$ cat src/hw/rtl/scb_pkg.sv
package scb_pkg;

    // Field and register widths fixed by the item format
    localparam int REQ_BYTES_W  = 16;
    localparam int HANDLE_W     = 8;
    localparam int CLASS_W      = 4;
    localparam int STATUS_W     = 3;
    localparam int HEAP_BYTES_W = 17;
    localparam int COUNT_W      = 16;
    localparam int CFG_DATA_W   = 16;
    localparam int CFG_IDX_W    = 1;

    localparam logic [HEAP_BYTES_W-1:0] HEAP_BYTES_MAX = '1;
    localparam logic [COUNT_W-1:0]      COUNT_MAX      = '1;

    // Configuration register indexes
    typedef enum logic [CFG_IDX_W-1:0] {
        REG_CACHE_BLOCK_LIMIT = 1'b0,
        REG_HEAP_EXTRA_BYTES  = 1'b1
    } t_cfg_reg;

    // Request opcodes
    typedef enum logic {
        OP_ALLOC = 1'b0,
        OP_FREE  = 1'b1
    } t_op;

    // Result status codes
    typedef enum logic [STATUS_W-1:0] {
        ST_HIT       = 3'd0,
        ST_MISS      = 3'd1,
        ST_TOO_LARGE = 3'd2,
        ST_CACHED    = 3'd3,
        ST_RELEASE   = 3'd4
    } t_status;

    typedef struct packed {
        logic                   op;
        logic [REQ_BYTES_W-1:0] req_bytes;
        logic [HANDLE_W-1:0]    buf_handle;
        logic [CLASS_W-1:0]     buf_class;
    } t_req_item;

    typedef struct packed {
        logic [STATUS_W-1:0]     status;
        logic [HANDLE_W-1:0]     out_handle;
        logic [CLASS_W-1:0]      out_class;
        logic [HEAP_BYTES_W-1:0] heap_bytes;
    } t_rsp_item;

endpackage

$ cat src/hw/rtl/scb_stream_if.sv
interface scb_stream_if #(
    parameter type T = logic
);
    logic valid;
    logic ready;
    T     data;

    modport source (output valid, output data, input ready);
    modport sink   (input valid, input data, output ready);
endinterface

$ cat src/hw/rtl/size_class_buffer_cache_core.sv
// Size-class buffer cache: one LIFO free list of buffer handles per size class.
// Channels: i_req (sink) takes allocate/free requests, o_rsp (source) gives one
// result per request. Both transfer on a clock edge with valid and ready high.
// Configuration: i_cfg_we/i_cfg_idx/i_cfg_data write cache_block_limit (0) and
// heap_extra_bytes (1); write only while no request is in flight.
// A request is held in the input register; its result is loaded into the
// output register when the output slot is free and transfers out from there.
// Throughput: one request per cycle while o_rsp is not held off. A pop reads
// the link memory (registered read) and writes the new list head in the cycle
// after; the following request sees that head through a bypass, so
// back-to-back pops on the same class do not wait.
// Reset (synchronous, active low): all lists empty, cached block count zero,
// limit 32, extra bytes 96, both channels empty. The link memory is not
// cleared; only entries written by a free are ever followed.
// Stall: while o_rsp is held off, the result holds, the input register holds
// its request and i_req.ready drops once that register is full.
module size_class_buffer_cache_core #(
    parameter int NUM_CLASSES = 16,
    parameter int BLOCK_SHIFT = 7,
    parameter int HANDLE_BITS = 8
) (
    input  logic                          i_clk,
    input  logic                          i_rst_n,
    input  logic                          i_cfg_we,
    input  logic [scb_pkg::CFG_IDX_W-1:0] i_cfg_idx,
    input  logic [scb_pkg::CFG_DATA_W-1:0] i_cfg_data,
    scb_stream_if.sink                    i_req,
    scb_stream_if.source                  o_rsp
);
    import scb_pkg::*;

    localparam int CLS_BITS  = (NUM_CLASSES > 1) ? $clog2(NUM_CLASSES) : 1;
    localparam int LINK_W    = HANDLE_BITS + 1;
    localparam int DEPTH     = 1 << HANDLE_BITS;
    localparam int CLS_SUM_W = REQ_BYTES_W + 1;
    localparam int HB_SUM_W  = 20;

    // Configuration registers
    logic [COUNT_W-1:0]    r_limit;
    logic [CFG_DATA_W-1:0] r_extra;

    // Input and output registers
    logic      r_in_vld;
    t_req_item r_in;
    logic      r_out_vld;
    t_rsp_item r_out;

    // List state
    logic [NUM_CLASSES-1:0] r_head_vld;
    logic [NUM_CLASSES-1:0] n_head_vld;
    logic [NUM_CLASSES-1:0][HANDLE_BITS-1:0] r_head_hdl;
    logic [NUM_CLASSES-1:0][HANDLE_BITS-1:0] n_head_hdl;
    logic [LINK_W-1:0]      r_links [DEPTH];
    logic [LINK_W-1:0]      r_link_rd;
    logic                   r_pop_pend;
    logic [CLS_BITS-1:0]    r_pop_cls;
    logic [COUNT_W-1:0]     r_count;
    logic [COUNT_W-1:0]     n_count;

    logic                   fire;
    logic [CLS_SUM_W-1:0]   cls_sum;
    logic [CLS_SUM_W-1:0]   cls_full;
    logic [CLS_SUM_W-1:0]   bcls_ext;
    logic                   in_range;
    logic [CLS_BITS-1:0]    c_idx;
    logic [COUNT_W-1:0]     c_val;
    logic                   fwd;
    logic                   head_vld;
    logic [HANDLE_BITS-1:0] head_hdl;
    logic [HANDLE_BITS-1:0] hdl;
    logic                   do_pop;
    logic                   do_push;
    logic [COUNT_W:0]       push_sum;
    logic [HB_SUM_W-1:0]    hb_sum;
    logic [15:0]            hdl_ext;
    t_rsp_item              n_out;

    // Handshake: the input register advances when the output slot frees up
    assign fire        = r_in_vld && (!r_out_vld || o_rsp.ready);
    assign i_req.ready = !r_in_vld || fire;
    assign o_rsp.valid = r_out_vld;
    assign o_rsp.data  = r_out;

    // Round the byte size up to a class and pick the list index
    assign cls_sum  = {1'b0, r_in.req_bytes} + CLS_SUM_W'((1 << BLOCK_SHIFT) - 1);
    assign cls_full = cls_sum >> BLOCK_SHIFT;
    assign bcls_ext = CLS_SUM_W'(r_in.buf_class);
    assign in_range = (r_in.op == OP_FREE) ? (bcls_ext < CLS_SUM_W'(NUM_CLASSES))
                                           : (cls_full < CLS_SUM_W'(NUM_CLASSES));
    assign c_idx    = (r_in.op == OP_FREE) ? bcls_ext[CLS_BITS-1:0]
                                           : cls_full[CLS_BITS-1:0];
    assign c_val    = COUNT_W'(c_idx);
    assign hdl_ext  = 16'(r_in.buf_handle);
    assign hdl      = hdl_ext[HANDLE_BITS-1:0];

    // Bypass the head that a pending pop is about to write
    assign fwd      = r_pop_pend && (r_pop_cls == c_idx);
    assign head_vld = fwd ? r_link_rd[HANDLE_BITS] : r_head_vld[c_idx];
    assign head_hdl = fwd ? r_link_rd[HANDLE_BITS-1:0] : r_head_hdl[c_idx];

    assign do_pop   = (r_in.op == OP_ALLOC) && in_range && head_vld;
    assign do_push  = (r_in.op == OP_FREE) && in_range && (r_count <= r_limit);
    assign push_sum = {1'b0, r_count} + {1'b0, c_val};
    assign hb_sum   = (HB_SUM_W'(c_idx) << BLOCK_SHIFT) + HB_SUM_W'(r_extra);

    // Next cached block count, saturating both ways
    always_comb begin
        n_count = r_count;
        if (do_pop) begin
            n_count = (r_count >= c_val) ? (r_count - c_val) : '0;
        end else if (do_push) begin
            n_count = push_sum[COUNT_W] ? COUNT_MAX : push_sum[COUNT_W-1:0];
        end
    end

    // Next list heads: the later push wins over an older pop on the same class
    always_comb begin
        n_head_vld = r_head_vld;
        n_head_hdl = r_head_hdl;
        if (r_pop_pend) begin
            n_head_vld[r_pop_cls] = r_link_rd[HANDLE_BITS];
            n_head_hdl[r_pop_cls] = r_link_rd[HANDLE_BITS-1:0];
        end
        if (fire && do_push) begin
            n_head_vld[c_idx] = 1'b1;
            n_head_hdl[c_idx] = hdl;
        end
    end

    // Build the result item
    always_comb begin
        n_out = '0;
        if (r_in.op == OP_ALLOC) begin
            n_out.out_class = cls_full[CLASS_W-1:0];
            if (!in_range) begin
                n_out.status = ST_TOO_LARGE;
            end else if (head_vld) begin
                n_out.status     = ST_HIT;
                n_out.out_handle = HANDLE_W'(16'(head_hdl));
            end else begin
                n_out.status     = ST_MISS;
                n_out.heap_bytes = (hb_sum > HB_SUM_W'(HEAP_BYTES_MAX)) ?
                                   HEAP_BYTES_MAX : hb_sum[HEAP_BYTES_W-1:0];
            end
        end else begin
            n_out.out_class  = r_in.buf_class;
            n_out.out_handle = HANDLE_W'(hdl);
            n_out.status     = do_push ? ST_CACHED : ST_RELEASE;
        end
    end

    // Configuration writes
    always_ff @(posedge i_clk) begin
        if (!i_rst_n) begin
            r_limit <= 16'd32;
            r_extra <= 16'd96;
        end else if (i_cfg_we) begin
            case (i_cfg_idx)
                REG_CACHE_BLOCK_LIMIT: r_limit <= i_cfg_data;
                REG_HEAP_EXTRA_BYTES:  r_extra <= i_cfg_data;
                default: ;
            endcase
        end
    end

    // Control: channel valids, pending pop, count, head valid bits
    always_ff @(posedge i_clk) begin
        if (!i_rst_n) begin
            r_in_vld   <= 1'b0;
            r_out_vld  <= 1'b0;
            r_pop_pend <= 1'b0;
            r_count    <= '0;
            r_head_vld <= '0;
        end else begin
            if (i_req.valid && i_req.ready) begin
                r_in_vld <= 1'b1;
            end else if (fire) begin
                r_in_vld <= 1'b0;
            end
            if (fire) begin
                r_out_vld <= 1'b1;
            end else if (o_rsp.ready) begin
                r_out_vld <= 1'b0;
            end
            r_pop_pend <= fire && do_pop;
            if (fire) begin
                r_count <= n_count;
            end
            r_head_vld <= n_head_vld;
        end
    end

    // Payload: request, result, head handles, pending pop class
    always_ff @(posedge i_clk) begin
        if (i_req.valid && i_req.ready) begin
            r_in <= i_req.data;
        end
        if (fire) begin
            r_out     <= n_out;
            r_pop_cls <= c_idx;
        end
        r_head_hdl <= n_head_hdl;
    end

    // Link memory: push writes the old head, pop reads the next link
    always_ff @(posedge i_clk) begin
        if (fire && do_push) begin
            r_links[hdl] <= {head_vld, head_hdl};
        end
        if (fire && do_pop) begin
            r_link_rd <= r_links[head_hdl];
        end
    end

    // A pending pop always comes from a transfer in the cycle before
    a_pop_from_fire: assert property (@(posedge i_clk) disable iff (!i_rst_n)
        r_pop_pend |-> $past(fire))
        else $error("pending pop without a preceding hit");

    // A cached free leaves its list non-empty
    a_push_sets_head: assert property (@(posedge i_clk) disable iff (!i_rst_n)
        (fire && do_push) |=> r_head_vld[r_pop_cls])
        else $error("list head not valid after a cached free");

    // Only a miss asks the heap for bytes
    a_heap_only_miss: assert property (@(posedge i_clk) disable iff (!i_rst_n)
        (r_out_vld && (r_out.status != ST_MISS)) |-> (r_out.heap_bytes == '0))
        else $error("heap bytes given on a result that is not a miss");

endmodule

$ cat src/flat_wrapper.sv
// flat-port wrapper written by rule: the top's interface ports become plain ports
module size_class_buffer_cache_core_flat import scb_pkg::*;
#(
    parameter int NUM_CLASSES = 16,
    parameter int BLOCK_SHIFT = 7,
    parameter int HANDLE_BITS = 8
)
  (i_clk, i_rst_n, i_cfg_we, i_cfg_idx, i_cfg_data, i_req_valid, i_req_data, i_req_ready, o_rsp_valid, o_rsp_data, o_rsp_ready);
  scb_stream_if #(.T(t_req_item)) i_req_i ();
  scb_stream_if #(.T(t_rsp_item)) o_rsp_i ();
  input  logic i_clk;
  input  logic i_rst_n;
  input  logic i_cfg_we;
  input  logic [scb_pkg::CFG_IDX_W-1:0] i_cfg_idx;
  input  logic [scb_pkg::CFG_DATA_W-1:0] i_cfg_data;
  input wire logic [$bits(i_req_i.valid)-1:0] i_req_valid;
  input wire logic [$bits(i_req_i.data)-1:0] i_req_data;
  output wire logic [$bits(i_req_i.ready)-1:0] i_req_ready;
  output wire logic [$bits(o_rsp_i.valid)-1:0] o_rsp_valid;
  output wire logic [$bits(o_rsp_i.data)-1:0] o_rsp_data;
  input wire logic [$bits(o_rsp_i.ready)-1:0] o_rsp_ready;
  assign i_req_i.valid = i_req_valid;
  assign i_req_i.data = i_req_data;
  assign i_req_ready = i_req_i.ready;
  assign o_rsp_valid = o_rsp_i.valid;
  assign o_rsp_data = o_rsp_i.data;
  assign o_rsp_i.ready = o_rsp_ready;
  size_class_buffer_cache_core #(.NUM_CLASSES(NUM_CLASSES), .BLOCK_SHIFT(BLOCK_SHIFT), .HANDLE_BITS(HANDLE_BITS)) u_core (.i_clk(i_clk), .i_rst_n(i_rst_n), .i_cfg_we(i_cfg_we), .i_cfg_idx(i_cfg_idx), .i_cfg_data(i_cfg_data), .i_req(i_req_i), .o_rsp(o_rsp_i));
endmodule
$ cat config.mk
export PLATFORM = sky130hd
export DESIGN_NAME = size_class_buffer_cache_core_flat
export DESIGN_NICKNAME = d
export VERILOG_FILES = /design/src/hw/rtl/scb_pkg.sv /design/src/hw/rtl/scb_stream_if.sv /design/src/hw/rtl/size_class_buffer_cache_core.sv /design/src/flat_wrapper.sv
export SDC_FILE = /design/constraint.sdc
export NUM_CORES = 2
export LEC_CHECK = 0
export CAP_MARGIN = 20
export CORE_MARGIN = 5
export CORE_UTILIZATION = 35
export CTS_CLUSTER_SIZE = 28
export DETAILED_ROUTE_END_ITERATION = 8
export DONT_BUFFER_PORTS = 1
export SYNTH_ARGS = -nofsm -noshare
export SYNTH_HDL_FRONTEND = slang
export SYNTH_SLANG_ARGS = --single-unit
export TNS_END_PERCENT = 30
$ cat constraint.sdc
create_clock -name i_clk -period 8 [get_ports i_clk]
set_clock_uncertainty 0.1 [all_clocks]
set_input_delay 1.2 -clock i_clk [delete_from_list [all_inputs] [get_ports i_clk]]
set_output_delay 1.2 -clock i_clk [all_outputs]
set_load 0.02 [all_outputs]
=== Word-level counts from Yosys, hierarchy flattened ===
Memory sizes are Yosys's and may differ from the RTL's. A register that Yosys moved wholly into a read port is not among the register bits.
Index checks and enable logic that the tools add are counted.

* Flip-flop bits (word level): 260
* Bits in latches: 0
* Bits in writable memories: 2304
* Memory bits (read-only): 0
* Bits of input ports: 51
* Output and inout port bits: 34
* Word-level logic and storage cells: 113
* Memories kept: 1

{| class="wikitable"
|+ Memories
! name !! depth !! bits a word !! read ports !! clocked after memory_dff !! wr ports !! line !! text
|-
| u_core.r_links || 256 || 9 || 1 || 1 || 1 || size_class_buffer_cache_core.sv:53 || <nowiki>logic [LINK_W-1:0] r_links [DEPTH];</nowiki>
|}

* $add $sub $neg: 4
* Multipliers: 0
* Div/mod/pow operators: 0
* $lt $le $gt $ge: 9
* Equal/unequal tests: 1
* Shift-type cells: 0
* Mux-type cells: 40
* Bitwise logic cells: 4
* Reductions and logical operators: 22

{| class="wikitable"
|+ Operators with widths
! cell !! number
|-
| 128-bit bitwise mux || 2
|-
| 128-bit two-way mux || 2
|-
| 16-bit two-way mux || 6
|-
| 8-bit demux with 4-bit select || 2
|-
| 8-bit two-way mux || 6
|-
| 8-bit binary-select mux with 4-bit select || 1
|-
| 20-bit by 17-bit greater-than comparator with 1-bit output, second input constant || 1
|-
| 11-bit by 16-bit adder with 17-bit output || 1
|-
| 16-bit by 4-bit adder with 17-bit output || 1
|-
| 16-bit by 7-bit adder with 17-bit output, second input constant || 1
|-
| 17-bit two-way mux || 1
|-
| 16-bit bitwise mux || 1
|-
| 16-bit by 4-bit >= comparator with 1-bit output || 1
|-
| 16-bit less-or-equal comparator || 1
|-
| 16-bit bitwise OR || 1
|-
| 16-bit by 4-bit subtractor with 16-bit output || 1
|-
| 4-bit by 5-bit < comparator with 1-bit output, second input constant || 3
|-
| 15-bit two-way mux || 1
|-
| 1-bit two-way mux || 12
|-
| 1-bit logical AND || 11
|-
| 10-bit by 5-bit < comparator with 1-bit output, second input constant || 1
|-
| 1-bit demux with 4-bit select || 2
|-
| 4-bit by 1-bit >= comparator with 1-bit output, second input constant || 2
|-
| 3-bit two-way mux || 2
|-
| other kinds (9) || 17
|}

=== Depth between registers and ports, before layout ===
* Depth after elaboration: 8
* Mapped depth: 22
* Mapped depth without buffers: 17

=== Worst setup path after synthesis ===
Ideal clock, no wire load.

* Kind: register to register
* Start point: reg u_core.r_in[15] in the netlist's numbering
* End point: reg u_core.r_link_rd[7] (read register of u_core.r_links), data pin
* Setup time: 0.176 ns
* Arrival: 7.804 ns
* Data required time: 7.724 ns
* Path slack: -0.080 ns
* Stages on the path, launching flop included: 17
* Buffers on the path: 4
* Clock period less this slack: 8.080 ns
* Cells stage by stage: edfxtp_1 -> or4_4 -> nor4_4 -> nor3_4 -> inv_4 -> buf_4 -> xnor2_2 -> nand4_1 -> buf_2 -> mux2i_4 -> inv_2 -> buf_2 -> buf_1 -> o2111ai_1 -> a21oi_1 -> nor4_1 -> nor4_1

* Elaborated cells between the ends (all ways): 15
* Classes of those cells: add/sub (1); order compare (1); eq/ne (1); mux (8); reduce/logical (4)

{| class="wikitable"
|+ RTL lines
! item !! line !! text
|-
| from (decl) || size_class_buffer_cache_core.sv:44 || <nowiki>t_req_item r_in;</nowiki>
|-
| from (signal assigned) || size_class_buffer_cache_core.sv:196 || <nowiki>r_in <= i_req.data;</nowiki>
|-
| 16-bit by 7-bit adder with 17-bit output * || size_class_buffer_cache_core.sv:85 || <nowiki>assign cls_sum = {1'b0, r_in.req_bytes} + CLS_SUM_W'((1 << BLOCK_SHIFT) - 1);</nowiki>
|-
| 4-bit two-way mux * || size_class_buffer_cache_core.sv:90 || <nowiki>assign c_idx = (r_in.op == OP_FREE) ? bcls_ext[CLS_BITS-1:0]</nowiki>
|-
| 8-bit binary-select mux with 4-bit select / 4-bit equality test (equally long branches) || size_class_buffer_cache_core.sv:99, size_class_buffer_cache_core.sv:97 ||
|-
| 8-bit two-way mux (implied by the code) / 1-bit logical AND (equally long branches) || size_class_buffer_cache_core.sv:99, size_class_buffer_cache_core.sv:97 ||
|-
| 8-bit two-way mux * || size_class_buffer_cache_core.sv:99 || <nowiki>assign head_hdl = fwd ? r_link_rd[HANDLE_BITS-1:0] : r_head_hdl[c_idx];</nowiki>
|-
| named net u_core.head_hdl[3] || size_class_buffer_cache_core.sv:69 || <nowiki>logic [HANDLE_BITS-1:0] head_hdl;</nowiki>
|-
| to (decl) || size_class_buffer_cache_core.sv:54 || <nowiki>logic [LINK_W-1:0] r_link_rd;</nowiki>
|}

Mark *: on every way through the listed nets, which the timed path passes. The rest lies on a longest branch. The select of a mux whose other input is x is not followed.
A chain may end at the register's enable or synchronous reset.

=== Worst setup path in the final report ===
* Start point: reg u_core.r_in[15] in the netlist's numbering
* End point: reg u_core.r_link_rd[8] (read register of u_core.r_links), data pin

* Cells in the longest elaborated chain, start to end: 7
* Elaborated cells between the ends (all ways): 15
* Classes of those cells: add/sub (1); order compare (1); eq/ne (1); mux (8); reduce/logical (4)

{| class="wikitable"
|+ Ends and longest elaborated chain
! item !! line !! text
|-
| 16-bit by 7-bit adder with 17-bit output * || size_class_buffer_cache_core.sv:85 ||
|-
| 4-bit two-way mux * || size_class_buffer_cache_core.sv:90 ||
|-
| named net u_core.c_idx[3] || size_class_buffer_cache_core.sv:65 || <nowiki>logic [CLS_BITS-1:0] c_idx;</nowiki>
|-
| 1-bit binary-select mux with 4-bit select / 4-bit equality test (equally long branches) || size_class_buffer_cache_core.sv:98, size_class_buffer_cache_core.sv:97 ||
|-
| 1-bit two-way mux (implied by the code) / 1-bit logical AND (equally long branches) || size_class_buffer_cache_core.sv:98, size_class_buffer_cache_core.sv:97 ||
|-
| 1-bit two-way mux || size_class_buffer_cache_core.sv:98 || <nowiki>assign head_vld = fwd ? r_link_rd[HANDLE_BITS] : r_head_vld[c_idx];</nowiki>
|-
| 1-bit logical AND || size_class_buffer_cache_core.sv:101 || <nowiki>assign do_pop = (r_in.op == OP_ALLOC) && in_range && head_vld;</nowiki>
|-
| 1-bit logical AND || size_class_buffer_cache_core.sv:210 || <nowiki>if (fire && do_pop) begin</nowiki>
|}

Marks and branches as above.

==> reports/summary.txt <==
hold_ws = 0.255 ns
status = complete, but fails checks
Worst Tran Pin Value = 1.27 ns
Max Cap Viol = 0
Async SR Flop Fraction = 0%
die height = 560 µm
Crit Path Max Fanout = 95
CTS resizes = 0
Setup crit start kind = flop
register area share after synthesis = 71.1%
RSZ-0062 raised after global routing = false
IO Port Bufs = 0
share of layout cells above drive strength 1 = 8.03%
area growth from synthesis to layout = 12.8%
largest net degree at the start of global routing = 161
Antenna Nets Post-Route = 0
H-tree depth = 5
vias in the first global route = 63,766
GR Overflow Total = 0
area occupied by registers = 75,200 µm²
critical path class = reg -> reg
clk_lat worst skew = 0.94 ns
Starting Density = 35.2%
Cell Area, Synth = 106,000 µm²
# DRC = 3
Cell Pwr Density = 280 nW/µm²
fillers = 27,743
DRT Pass-1 Iters = 8
Clock Path Buffers = 4
FP Rows = 201
Chip Width = 560 µm
Crit Reg-Reg Startpoint = u_core.r_in[15]$_DFFE_PP_
max_slew headroom = 13.8%
Worst setup EP type = flop
failing checks = design-rule violations
clock sinks = 2,569
# hold bufs at CTS = 0
Crit. Startpoint = u_core.r_in[15]$_DFFE_PP_
r2r worst-path depth = 16
Post-CTS Setup Bufs = 0
Routed WL per cell = 25.0 µm
CTS Buf Count = 289
1st-iter DRT viols = 7,772
Worst VDD drop = 0.000148 V
Worst Hold Depth = 0
IO Pins = 85
Final Max Slew Viols = 0
highest clock rate = 139 MHz
syn_nets = 8,086
first-pass GRT wire length = 442,000 µm
GP Congestion = 0.867
Final TNS setup = 0 ns
routed via count = 66,894
Final Setup Violations = 0
LEAKAGE = 0.0405 µW
Final Util = 39.7%
multi-input gate area in the final layout = 27,900 µm²
crit path DAT = 7.83 ns
area of the core = 300,000 µm²
top_reg_cell synth = edfxtp_1
Hold Crit Class = in -> reg
initial antenna violation count = 12
DP HPWL = 180,000 µm
Hold Vio Cnt, Final = 0
Final period util = 89.7%
most common cell after layout, fill and taps aside = edfxtp_1
Tmin final = 7.17 ns
Via-to-Cell Ratio = 5.52
CTS tree = built
Pwr Total = 33,400 µW
most frequent cells in the layout = edfxtp_1, nand2_1, nand3_1, mux2i_1, nor2_1
number of synthesized flops with an enable pin = 2,374
clock-pin slew on the worst setup and hold paths = 0.06 ns
syn_area_per_cell = 13.2 µm²
Netlist cell types = 86
flops & latches, synth = 2,569
total track usage = 18.6%
WP data required = 8.66 ns
final net count = 8,037
Mapped Cells = 8,006
Yosys warning total = 0
drt total wl = 303,000 µm
die area = 313,000 µm²
min-delay src = i_req_data[8]
CTS Root Cell = clkbuf_16
-- routing by layer --
metal  track usage, %  vias up  routed length, µm
met2             28.8     3141             138000
met1             25.7    33507             126000
met4             6.78        4              11500
met3             4.03      614              27300
li1                 -    29628                  -
met5                0        -                113
-- worst paths after layout --
check | end | slack, ns
max | u_core.r_link_rd[8]$_DFFE_PP_ | 0.83
max reg2reg | u_core.r_link_rd[8]$_DFFE_PP_ | 0.83
min reg2reg | u_core.r_extra[5]$_SDFFE_PN1P_ | 0.36
min | u_core.hdl[4]$_DFFE_PP_ | 0.25
-- stage by stage --
step / cell area (µm²) / worst slack (ns) / std cells
final: 119000 / 0.825 / 12126
after global routing: 119000 / 0.723 / 12117
after CTS: 119000 / 0.959 / 12109
after detailed placement: 110000 / 0.979 / 11618
after global placement: 110000 / 1.02 / 11610
after floorplan: 106000 / 0.0325 / 8006
-- state kept, by name, summed over array words and instances, names as in the netlist --
| register | flops |
|---|---|
| u_core.bcls_ext | 4 |
| u_core.hdl | 8 |
| u_core.o_rsp.data | 28 |
| u_core.o_rsp.valid | 1 |
| u_core.r_count | 16 |
| u_core.r_extra | 16 |
| u_core.r_head_hdl | 128 |
| u_core.r_head_vld | 16 |
| u_core.r_in | 17 |
| u_core.r_in_vld | 1 |
| u_core.r_limit | 16 |
| u_core.r_link_rd | 9 |
| u_core.r_links | 2304 |
| u_core.r_pop_cls | 4 |
| u_core.r_pop_pend | 1 |
-- synthesized netlist by cell type (26+ instances only) --
cell,instances,area [µm²]
edfxtp_1,2374,71300
a21oi_1,183,916
dfxtp_1,195,3900
clkbuf_1,201,754
a221oi_1,50,438
buf_2,219,1100
nand2_1,1687,6330
nor4_1,31,194
o21ai_0,71,355
ha_1,26,325
buf_4,61,458
o211ai_1,44,330
inv_1,49,184
a32oi_1,63,552
mux2i_1,704,7050
a21boi_0,53,398
nor2_1,411,1540
buf_1,57,214
nand4_1,44,275
o2111ai_1,123,1080
and2_1,36,225
nand3_1,918,4590
a31oi_1,100,626
-- power breakdown --
| group | switching [µW] | leakage [µW] | internal (µW) |
|---|---|---|---|
| registers | 114 | 0.0227 | 15400 |
| logic | 3850 | 0.0134 | 1470 |
| clock network | 5190 | 0.00430 | 7420 |
-- kinds of logic (layout without fill, tap and decap cells) --
| group | Yosys count | after routing | synth area share [%] |
|---|---|---|---|
| AOI/OAI and AO/OA | 825 | 825 | 5.56 |
| muxes | 718 | 718 | 6.83 |
| other | 0 | 11 | 0 |
| adders and majority gates | 30 | 30 | 0.374 |
| xor gates and xnor gates | 22 | 22 | 0.189 |
| and+or+nand+nor | 3239 | 3239 | 13.3 |
| DFF | 2569 | 2569 | 71.1 |
| buffers and inverters | 603 | 754 | 2.69 |
-- layout make-up --
class | instances | area share [%]
inverters | 55 | 0.234
clock buffers | 366 | 6.45
flip-flops and latches | 2569 | 63.0
multi-input cells | 4834 | 23.4
repair buffers | 208 | 1.76
diodes | 11 | 0.0231
well taps | 3958 | 4.15
clock inverters | 125 | 0.975
-- worst max-delay path, stage by stage (launching register included) --
cell and delay, ns:
edfxtp_1 0.43, nor4_4 0.49, a21oi_1 0.19, xnor2_1 0.19, a21boi_0 0.59, inv_1 0.13
nand2_1 0.12, nand4_1 0.64, o21ai_4 0.87, buf_12 0.53, buf_12 0.46, a21oi_1 0.07
a221oi_1 0.33, a21oi_1 0.07, and3_1 0.28, o311ai_1 1.04, and4bb_1 0.33
(Power assumes the default switching activity.)
